[src/rtl/core/pcft_pkg.sv]
// ----------------------------------------------------------------------------
// Pair collision filter table package
// Shared command codes, status codes and the record types that pass
// between the cells of the rule chain.
// ----------------------------------------------------------------------------
package pcft_pkg;

    localparam int ID_W   = 16;
    localparam int PORT_W = 16;

    typedef enum logic [1:0] {
        CMD_ADD    = 2'd0,
        CMD_REMOVE = 2'd1,
        CMD_QUERY  = 2'd2,
        CMD_CLEAR  = 2'd3
    } t_cmd;

    localparam logic [1:0] KIND_FF = 2'd0;
    localparam logic [1:0] KIND_PP = 2'd2;

    localparam logic [1:0] ST_OK        = 2'd0;
    localparam logic [1:0] ST_FULL      = 2'd1;
    localparam logic [1:0] ST_NOT_FOUND = 2'd2;

    typedef struct packed {
        logic            vld;
        t_cmd            cmd;
        logic [1:0]      kind;
        logic            allow;
        logic [ID_W-1:0] rid;
        logic            done;
        logic            hit_allow;
    } t_probe;

    typedef struct packed {
        logic            vld;
        logic [1:0]      kind;
        logic            allow;
        logic [ID_W-1:0] ident;
    } t_entry;

endpackage

[src/rtl/core/pcft_cell.sv]
// ----------------------------------------------------------------------------
// Rule cell
// Holds one rule of the table and acts on the command that passes through
// it, then hands the command on to the next cell in the cycle after.
// ----------------------------------------------------------------------------
module pcft_cell
    import pcft_pkg::*;
#(
    parameter int KEY_W = 16
) (
    input  logic             i_clk,
    input  logic             i_rst_n,
    input  t_probe           i_probe,
    input  logic [KEY_W-1:0] i_pkey_a,
    input  logic [KEY_W-1:0] i_pkey_b,
    input  t_entry           i_nxt_ent,
    input  logic [KEY_W-1:0] i_nxt_key_a,
    input  logic [KEY_W-1:0] i_nxt_key_b,
    output t_probe           o_probe,
    output logic [KEY_W-1:0] o_pkey_a,
    output logic [KEY_W-1:0] o_pkey_b,
    output t_entry           o_ent,
    output logic [KEY_W-1:0] o_key_a,
    output logic [KEY_W-1:0] o_key_b
);

    t_entry           r_ent, n_ent;
    logic [KEY_W-1:0] r_key_a, n_key_a;
    logic [KEY_W-1:0] r_key_b, n_key_b;
    t_probe           r_probe, n_probe;
    logic [KEY_W-1:0] r_pkey_a, r_pkey_b;
    logic             direct, swapped, hit, id_match;

    always_comb begin
        n_ent   = r_ent;
        n_key_a = r_key_a;
        n_key_b = r_key_b;
        n_probe = i_probe;

        direct   = (r_key_a == i_pkey_a) && (r_key_b == i_pkey_b);
        swapped  = (r_key_a == i_pkey_b) && (r_key_b == i_pkey_a) &&
                   ((i_probe.kind == KIND_FF) || (i_probe.kind == KIND_PP));
        hit      = !i_probe.done && r_ent.vld && (r_ent.kind == i_probe.kind) &&
                   (direct || swapped);
        id_match = !i_probe.done && r_ent.vld && (r_ent.ident == i_probe.rid);

        if (i_probe.vld) begin
            case (i_probe.cmd)
                CMD_ADD: begin
                    if (!i_probe.done && !r_ent.vld) begin
                        n_ent.vld    = 1'b1;
                        n_ent.kind   = i_probe.kind;
                        n_ent.allow  = i_probe.allow;
                        n_ent.ident  = i_probe.rid;
                        n_key_a      = i_pkey_a;
                        n_key_b      = i_pkey_b;
                        n_probe.done = 1'b1;
                    end
                end
                CMD_REMOVE: begin
                    if (i_probe.done || id_match) begin
                        n_ent        = i_nxt_ent;
                        n_key_a      = i_nxt_key_a;
                        n_key_b      = i_nxt_key_b;
                        n_probe.done = 1'b1;
                    end
                end
                CMD_QUERY: begin
                    if (hit) begin
                        n_probe.done      = 1'b1;
                        n_probe.hit_allow = r_ent.allow;
                    end
                end
                CMD_CLEAR: begin
                    n_ent.vld = 1'b0;
                end
                default: begin
                    n_ent = r_ent;
                end
            endcase
        end
    end

    always_ff @(posedge i_clk) begin
        r_ent.kind  <= n_ent.kind;
        r_ent.allow <= n_ent.allow;
        r_ent.ident <= n_ent.ident;
        r_key_a     <= n_key_a;
        r_key_b     <= n_key_b;
        r_pkey_a    <= i_pkey_a;
        r_pkey_b    <= i_pkey_b;
        r_probe.cmd       <= n_probe.cmd;
        r_probe.kind      <= n_probe.kind;
        r_probe.allow     <= n_probe.allow;
        r_probe.rid       <= n_probe.rid;
        r_probe.done      <= n_probe.done;
        r_probe.hit_allow <= n_probe.hit_allow;
        if (!i_rst_n) begin
            r_ent.vld   <= 1'b0;
            r_probe.vld <= 1'b0;
        end else begin
            r_ent.vld   <= n_ent.vld;
            r_probe.vld <= n_probe.vld;
        end
    end

    assign o_probe  = r_probe;
    assign o_pkey_a = r_pkey_a;
    assign o_pkey_b = r_pkey_b;
    assign o_ent    = r_ent;
    assign o_key_a  = r_key_a;
    assign o_key_b  = r_key_b;

endmodule

[src/rtl/core/pair_collision_filter_table.sv]
// ----------------------------------------------------------------------------
// Pair collision filter table
// Ordered table of pair rules with add, remove by id, query and clear.
// ----------------------------------------------------------------------------
// A command is transferred when start is high and busy is low. It then walks
// down a chain of TABLE_DEPTH rule cells, one cell per cycle, and no new
// command is transferred until the result of the last one is out: busy stays
// high until the result cycle is over. Each result is shown for exactly one
// cycle with o_valid high and cannot be held off by the receiver, so it must
// be taken in that cycle.
module pair_collision_filter_table
    import pcft_pkg::*;
#(
    parameter int TABLE_DEPTH = 16,
    parameter int KEY_BITS    = 16
) (
    input  logic              i_clk,
    input  logic              i_rst_n,
    input  logic              start,
    output logic              busy,
    input  logic [1:0]        i_cmd,
    input  logic [1:0]        i_kind,
    input  logic [PORT_W-1:0] i_key_a,
    input  logic [PORT_W-1:0] i_key_b,
    input  logic              i_allow,
    input  logic [ID_W-1:0]   i_rule_id,
    output logic              o_valid,
    output logic [ID_W-1:0]   o_new_id,
    output logic              o_collide,
    output logic              o_matched,
    output logic [1:0]        o_status
);

    localparam int KW = (KEY_BITS < PORT_W) ? KEY_BITS : PORT_W;

    t_probe          probe_in  [TABLE_DEPTH];
    t_probe          probe_out [TABLE_DEPTH];
    logic [KW-1:0]   pka_in    [TABLE_DEPTH];
    logic [KW-1:0]   pkb_in    [TABLE_DEPTH];
    logic [KW-1:0]   pka_out   [TABLE_DEPTH];
    logic [KW-1:0]   pkb_out   [TABLE_DEPTH];
    t_entry          ent       [TABLE_DEPTH];
    logic [KW-1:0]   eka       [TABLE_DEPTH];
    logic [KW-1:0]   ekb       [TABLE_DEPTH];
    t_entry          nxt_ent   [TABLE_DEPTH];
    logic [KW-1:0]   nxt_ka    [TABLE_DEPTH];
    logic [KW-1:0]   nxt_kb    [TABLE_DEPTH];

    logic            r_busy;
    logic [ID_W-1:0] r_next_ident;
    logic            accept;
    t_probe          last;

    assign accept = start && !r_busy;
    assign busy   = r_busy;

    always_comb begin
        probe_in[0].vld       = accept;
        probe_in[0].cmd       = t_cmd'(i_cmd);
        probe_in[0].kind      = i_kind;
        probe_in[0].allow     = i_allow;
        probe_in[0].rid       = (t_cmd'(i_cmd) == CMD_ADD) ? r_next_ident : i_rule_id;
        probe_in[0].done      = 1'b0;
        probe_in[0].hit_allow = 1'b0;
        pka_in[0]             = i_key_a[KW-1:0];
        pkb_in[0]             = i_key_b[KW-1:0];
    end

    genvar g;
    generate
        for (g = 0; g < TABLE_DEPTH; g++) begin : g_cell
            if (g > 0) begin : g_link
                assign probe_in[g] = probe_out[g-1];
                assign pka_in[g]   = pka_out[g-1];
                assign pkb_in[g]   = pkb_out[g-1];
            end
            if (g < TABLE_DEPTH - 1) begin : g_nxt
                assign nxt_ent[g] = ent[g+1];
                assign nxt_ka[g]  = eka[g+1];
                assign nxt_kb[g]  = ekb[g+1];
            end else begin : g_end
                assign nxt_ent[g] = '0;
                assign nxt_ka[g]  = '0;
                assign nxt_kb[g]  = '0;
            end

            pcft_cell #(
                .KEY_W (KW)
            ) u_cell (
                .i_clk       (i_clk),
                .i_rst_n     (i_rst_n),
                .i_probe     (probe_in[g]),
                .i_pkey_a    (pka_in[g]),
                .i_pkey_b    (pkb_in[g]),
                .i_nxt_ent   (nxt_ent[g]),
                .i_nxt_key_a (nxt_ka[g]),
                .i_nxt_key_b (nxt_kb[g]),
                .o_probe     (probe_out[g]),
                .o_pkey_a    (pka_out[g]),
                .o_pkey_b    (pkb_out[g]),
                .o_ent       (ent[g]),
                .o_key_a     (eka[g]),
                .o_key_b     (ekb[g])
            );
        end
    endgenerate

    assign last = probe_out[TABLE_DEPTH-1];

    always_ff @(posedge i_clk) begin
        if (!i_rst_n) begin
            r_busy       <= 1'b0;
            r_next_ident <= ID_W'(1);
        end else begin
            if (accept) begin
                r_busy <= 1'b1;
            end else if (last.vld) begin
                r_busy <= 1'b0;
            end
            if (last.vld && (last.cmd == CMD_ADD) && last.done) begin
                r_next_ident <= r_next_ident + ID_W'(1);
            end
        end
    end

    always_comb begin
        o_valid   = last.vld;
        o_new_id  = '0;
        o_collide = 1'b0;
        o_matched = 1'b0;
        o_status  = ST_OK;
        case (last.cmd)
            CMD_ADD: begin
                if (last.done) begin
                    o_new_id = last.rid;
                end else begin
                    o_status = ST_FULL;
                end
            end
            CMD_REMOVE: begin
                if (!last.done) begin
                    o_status = ST_NOT_FOUND;
                end
            end
            CMD_QUERY: begin
                o_matched = last.done;
                o_collide = last.done ? last.hit_allow : (last.kind == KIND_FF);
            end
            default: begin
                o_status = ST_OK;
            end
        endcase
    end

endmodule

[config.mk]
export PLATFORM = sky130hd
export DESIGN_NAME = pair_collision_filter_table
export DESIGN_NICKNAME = d
export VERILOG_FILES = /design/src/rtl/core/pcft_pkg.sv /design/src/rtl/core/pcft_cell.sv /design/src/rtl/core/pair_collision_filter_table.sv
export SDC_FILE = /design/constraint.sdc
export NUM_CORES = 2
export LEC_CHECK = 0
export BUFFER_PORTS_ARGS = -buffer_cell sky130_fd_sc_hd__buf_2
export CAP_MARGIN = 20
export CORE_MARGIN = 1
export CORE_UTILIZATION = 32
export CTS_BUF_LIST = sky130_fd_sc_hd__clkbuf_2
export DETAILED_ROUTE_END_ITERATION = 10
export PLACE_DENSITY = 0.51
export SLEW_MARGIN = 10
export SYNTH_ARGS = -nofsm -noshare
export SYNTH_HDL_FRONTEND = slang
export SYNTH_HIERARCHICAL = 1
export SYNTH_SLANG_ARGS = --single-unit
[constraint.sdc]
create_clock -name i_clk -period 8 [get_ports i_clk]
set_input_delay 1.6 -clock i_clk [delete_from_list [all_inputs] [get_ports i_clk]]
set_output_delay 1.6 -clock i_clk [all_outputs]
set_load 0.1 [all_outputs]
### Word level (Yosys, flattened, before mapping)

Cells that the tools add are included.

| word-level totals | value |
|---|---|
| register bits after elaboration | 1,712 |
| output and inout bits | 22 |
| word-level logic and storage cells | 1,005 |

| cells by class | value |
|---|---|
| add/sub/neg operators | 1 |
| eq/ne operators | 194 |
| mux-type cells | 264 |
| reductions and logical operators | 307 |

Operator list:

| operator | number |
|---|---|
| == test 16 bit | 80 |
| 2-to-1 mux 16 bit | 66 |
| case mux 16 bit (2 select lines) | 32 |
| 2-to-1 mux 20 bit | 31 |
| case mux 19 bit (2 select lines) | 16 |
| logical AND 1 bit | 129 |
| AND reduction 4 bit | 31 |
| == test 2 bit, second input constant | 49 |
| case mux 1 bit (3 select lines) | 32 |
| zero test 2 bit | 34 |
| 2-to-1 mux 2 bit | 32 |
| != test 2 x 1 -> 1 bit, second input constant | 31 |
| 2-to-1 mux 1 bit | 53 |
| nonzero test 3 bit | 16 |
| logical OR 1 bit | 47 |
| == test 2 x 1 -> 1 bit, second input constant | 17 |
| nonzero test 2 bit | 17 |
| == test 2 bit | 16 |
| zero test 1 bit | 31 |
| 2-to-1 mux 19 bit | 1 |
| adder 16 x 1 -> 16 bit, second input constant | 1 |
| AND reduction 3 bit | 2 |
| case mux 2 bit (2 select lines) | 1 |
| != test 2 bit, second input constant | 1 |

### Logic depth before layout (Yosys ltp)

| logic depth | value |
|---|---|
| depth in word-level cells | 8 |
| gate-level depth with buffers | 9 |
| gate-level depth less buffers | 8 |

### Cells and area by module

The synthesis kept the hierarchy.

By module, submodules not included:

| module | times used | cells an instance | area each (µm²) | sequential area each (µm²) |
|---|---|---|---|---|
| pcft_cell | 16 | 294 | 4,304.1 | 2,672.6 |
| pair_collision_filter_table | 1 | 133 | 1,118.6 | 340.3 |

### Least setup slack after synthesis

OpenSTA, ideal clock, no wires.

| path | value |
|---|---|
| kind | input -> register |
| from | input i_cmd[1] |
| to | register g_cell[0].u_cell.r_ent (netlist bit g_cell[0].u_cell/o_ent[0]) (enable) |
| library setup time | 0.492 ns |
| arrival | 5.940 ns |
| setup slack | 1.567 ns |
| stages | 8 |
| buffers on the path | 1 |
| cell sequence | nor2_1 > clkbuf_1 > mux2_2 > xnor2_1 > nand4_1 > nor3_1 > nand4_1 > a31oi_1 |

RTL lines:

| item | RTL line | text |
|---|---|---|
| start: declaration | pair_collision_filter_table.sv:21 | `input logic [1:0] i_cmd,` |
| end: declaration | pcft_cell.sv:27 | `t_entry r_ent, n_ent;` |

### Worst setup path after layout

| path | value |
|---|---|
| from | register g_cell[15].u_cell.r_probe (netlist bit g_cell[15].u_cell/o_probe[1]) |
| to | output o_new_id[1] |

| on the way | value |
|---|---|
| longest elaborated chain between the ends | 2 |

RTL lines:

| item | RTL line | text |
|---|---|---|
| start: declaration | pcft_cell.sv:30 | `t_probe r_probe, n_probe;` |
| 2-to-1 mux 16 bit | pair_collision_filter_table.sv:134 | `if (last.done) begin` |
| 2-to-1 mux 16 bit | pair_collision_filter_table.sv:132 | `case (last.cmd)` |
| end: declaration | pair_collision_filter_table.sv:28 | `output logic [ID_W-1:0] o_new_id,` |

Every way passes these cells.

==> results_tabular.tex <==
\begin{tabular}{lr}
\hline
Metric & Value \\
\hline
\multicolumn{2}{l}{\textbf{Timing}} \\
RSZ-0062 raised after global routing & false \\
Total Negative Setup Slacks & 0 ns \\
Final period demand of the worst path & a little over 5 ns \\
Final period util & between 60 and 70\% \\
Number of failing hold endpoints at the final stage & 0 \\
Final worst-path setup slack & approximately 2.9 ns \\
Final Setup Violations & 0 \\
Number of pins with negative max-slew slack in the final report & 0 \\
Max Clk Rate & roughly 200 MHz \\
Slew margin rel. & 21.1\% \\
Hold WS & 0.248 ns \\
Setup Skew & 0.208 ns \\
Transition at the pin with the smallest max-transition slack & 1.18 ns \\
\multicolumn{2}{l}{\textbf{Cells and area}} \\
Area added between synthesis and finish & 13.0\% \\
Final cell count without fillers & roughly 8600 \\
Net count reported at finish & approximately 5400 \\
Final-layout fill cell count & 21000 \\
Fraction of final layout cells with drive strength greater than 1 & 31.1\% \\
Cell area after layout & around 80000 sq um \\
Util after Layout & between 30 and 40\% \\
\multicolumn{2}{l}{\textbf{Routing}} \\
DR vias & 39800 \\
Routed length per instance & approximately 20 microns \\
DRC violation count after routing & 0 \\
Number of detailed-route iterations in the first pass & 7 \\
Detailed-route wire length & 172 mm \\
Remaining antenna violation count after routing & 0 \\
Starting DRC count in detailed routing & 2211 \\
Via-per-instance ratio & around 4.6 \\
\multicolumn{2}{l}{\textbf{Critical path}} \\
Internal reg-to-reg setup slack & approximately 4.5 ns \\
Endpoint kind of the worst setup timing path & primary output \\
List of cells traversed by the critical path & nor3b\_2 > and2\_1 > buf\_2 \\
Library cell contributing the largest single delay on the critical path & sky130\_fd\_sc\_hd\_\_nor3b\_2 \\
Worst setup path class & reg -> out \\
CP startpoint kind & flop \\
Required time reported for the critical path endpoint & 6.40 ns \\
End of the worst register-to-register path & g\_cell[10].u\_cell/o\_key\_a[8] \\
Number of cells on the worst reg-to-reg path & 6 \\
Max incr delay on CP & approximately 0.57 ns \\
Data arrival time of the critical path & $\sim$3.5 ns \\
Reg2Reg Launch Point & g\_cell[10].u\_cell/o\_ent[8] \\
Top fanout value on the critical path & 16 \\
\multicolumn{2}{l}{\textbf{Floorplan}} \\
Number of placed I/O pins & 78 \\
Area of the core & $\sim$220000 sq um \\
Chip Width & 467 microns \\
Overall die area & $\sim$220000 sq um \\
Effective utilization at floorplan & approximately 32\% \\
Die height & $\sim$470 microns \\
Number of placement rows & 170 \\
\multicolumn{2}{l}{\textbf{Global route}} \\
Vias in the first global route & $\sim$42000 \\
Congestion Overflow GR & 0 \\
Global-route usage over all layers & between 10\% and 20\% \\
Antenna violations before repair & 3 \\
Pin count of the biggest net entering global routing & 55 \\
First-pass GRT wire length & between 200 and 300 mm \\
\multicolumn{2}{l}{\textbf{Pwr}} \\
Internal portion of total power & $\sim$12 mW \\
Clock power share & a little over a third \\
Logic gate share of total power & 6.0\% \\
Ratio of total power to cell area & around 220 nW/um\^{}2 \\
Leak & about 28 nW \\
Part of the total power dissipated in sequential elements & 57.8\% \\
Switching power share of the total & between 20\% and 30\% \\
Sum of internal, switching and leakage power & 16.9 mW \\
VDD IR max & roughly 0.00012 V \\
Switching power of the nets & about 4.5 mW \\
\multicolumn{2}{l}{\textbf{Placed design}} \\
Cell count after placement & 7710 \\
Post-detailed-placement cell area & approximately 74000 sq um \\
Placer's final routability congestion estimate & 0.860 \\
Estimated wirelength of the detail-placed design & roughly 120 mm \\
Setup Slack @ Placement & 2.86 ns \\
Number of buffers added on ports & 77 \\
\multicolumn{2}{l}{\textbf{Yosys}} \\
Total standard cell area after synthesis & 69300 sq um \\
Mean post-synth cell area & about 14 sq um \\
Gate count after technology mapping & 4804 \\
Count of yosys warnings during synthesis & 6 \\
\multicolumn{2}{l}{\textbf{CTS}} \\
Post-CTS Resized & 0 \\
Sink Count & 1712 \\
Number of H-tree branching levels & 5 \\
CTS tree & built \\
Clock root buffer master & sky130\_fd\_sc\_hd\_\_clkbuf\_2 \\
Clock latency reported for the late side of the worst-skew pair & around 1.8 ns \\
Cts bufs inserted & approximately 460 \\
Setup bufs post-CTS & 0 \\
Buffers from clock root to sink, at most & 4 \\
Post-CTS clock slew at the launch and capture registers of the worst setup and hold paths & $\sim$0.10 ns \\
\multicolumn{2}{l}{\textbf{Hold path}} \\
Terminating pin of the worst hold path & g\_cell[11].u\_cell/o\_probe[18] \\
Startpoint of the lowest-slack hold path & g\_cell[10].u\_cell/o\_probe[18] \\
Hold path depth & 0 \\
Hold Path Class & reg -> reg \\
\multicolumn{2}{l}{\textbf{Run}} \\
Max-cap viol count & 0 \\
\multicolumn{2}{l}{\textbf{Outcome}} \\
Run status & complete, no violations \\
\hline
\end{tabular}
## power groups by stage
| stage | sequential (mW) | combinational, mW | clock [mW] |
|---|---|---|---|
| global placement | 10.0 | 0.987 | 0 |
| global route | 9.85 | 1.10 | 6.91 |
| finish | 9.80 | 1.01 | 6.13 |
| CTS | 9.81 | 1.02 | 6.45 |
| floorplan | 9.88 | 0.765 | 0 |
| detailed placement | 10.0 | 0.989 | 0 |
## cells in the final DEF, fill, tap and decap left out, types with 50 or more instances in the layout
master                          count
sky130_fd_sc_hd__conb_1            57
sky130_fd_sc_hd__clkbuf_2         733
sky130_fd_sc_hd__dfxtp_1          896
sky130_fd_sc_hd__mux2_2           832
sky130_fd_sc_hd__xnor2_1          726
sky130_fd_sc_hd__nor4_1           164
sky130_fd_sc_hd__dlygate4sd3_1     53
sky130_fd_sc_hd__clkinv_1          71
sky130_fd_sc_hd__buf_2             77
sky130_fd_sc_hd__nand4_1          194
sky130_fd_sc_hd__xor2_1           594
sky130_fd_sc_hd__nand3_1           53
sky130_fd_sc_hd__edfxtp_1         816
sky130_fd_sc_hd__nor3_1            50
## what timing repair did
| action | CTS | global route |
|---|---|---|
| endpoints found under the hold margin | 88 | 0 |
| hold buffers | 53 | 0 |
| endpoints found under the setup margin | 0 | 0 |
## metal layers
metal | part of all wire, % | up-vias | track usage (%)
li1 | - | 18800 | -
met1 | 49 | 19700 | 21.9
met2 | 44 | 858 | 23.6
met3 | 4.4 | 319 | 3.38
met4 | 2.6 | 0 | 5.40
met5 | 0 | - | 0
## layout make-up
class	instances	area, sq um	area share (%)
antenna	13	32.5	0.0415
clock buffer	733	3670	4.68
clock inverter	98	445	0.569
inverter	35	131	0.168
multi-input combinational	3012	26800	34.3
sequential	1712	42400	54.2
tap	2838	3550	4.53
timing repair buffer	166	1190	1.51
## sequential cells by signal (all words and copies together) (netlist names)
register	count
g_cell.u_cell/o_pkey_a	240
g_cell.u_cell/o_key_a	256
g_cell.u_cell/o_pkey_b	240
g_cell.u_cell/o_ent	320
r_next_ident	16
g_cell.u_cell/o_key_b	256
busy	1
g_cell.u_cell/o_probe	383
## worst max-delay path, delay by kind of cell, from the launching register on
kind,cells,cell delay [ns]
buf+inv,1,0.43
flops,1,0.45
simple gates,2,0.80
## how the worst max path moves through the flow
stage	start	slack (ns)	end
after floorplan	i_cmd[1]	1.57	g_cell[0].u_cell/o_ent[0]
after global placement	i_cmd[1]	2.84	g_cell[0].u_cell/o_key_a[1]
after detailed placement	i_cmd[1]	2.86	g_cell[0].u_cell/o_key_a[1]
after CTS	g_cell[15].u_cell/o_probe[1]	2.16	o_new_id[0]
after global routing	g_cell[15].u_cell/o_probe[1]	2.41	o_new_id[1]
final	g_cell[15].u_cell/o_probe[1]	2.91	o_new_id[1]
No activity file was read; power rests on OpenSTA's default activity.
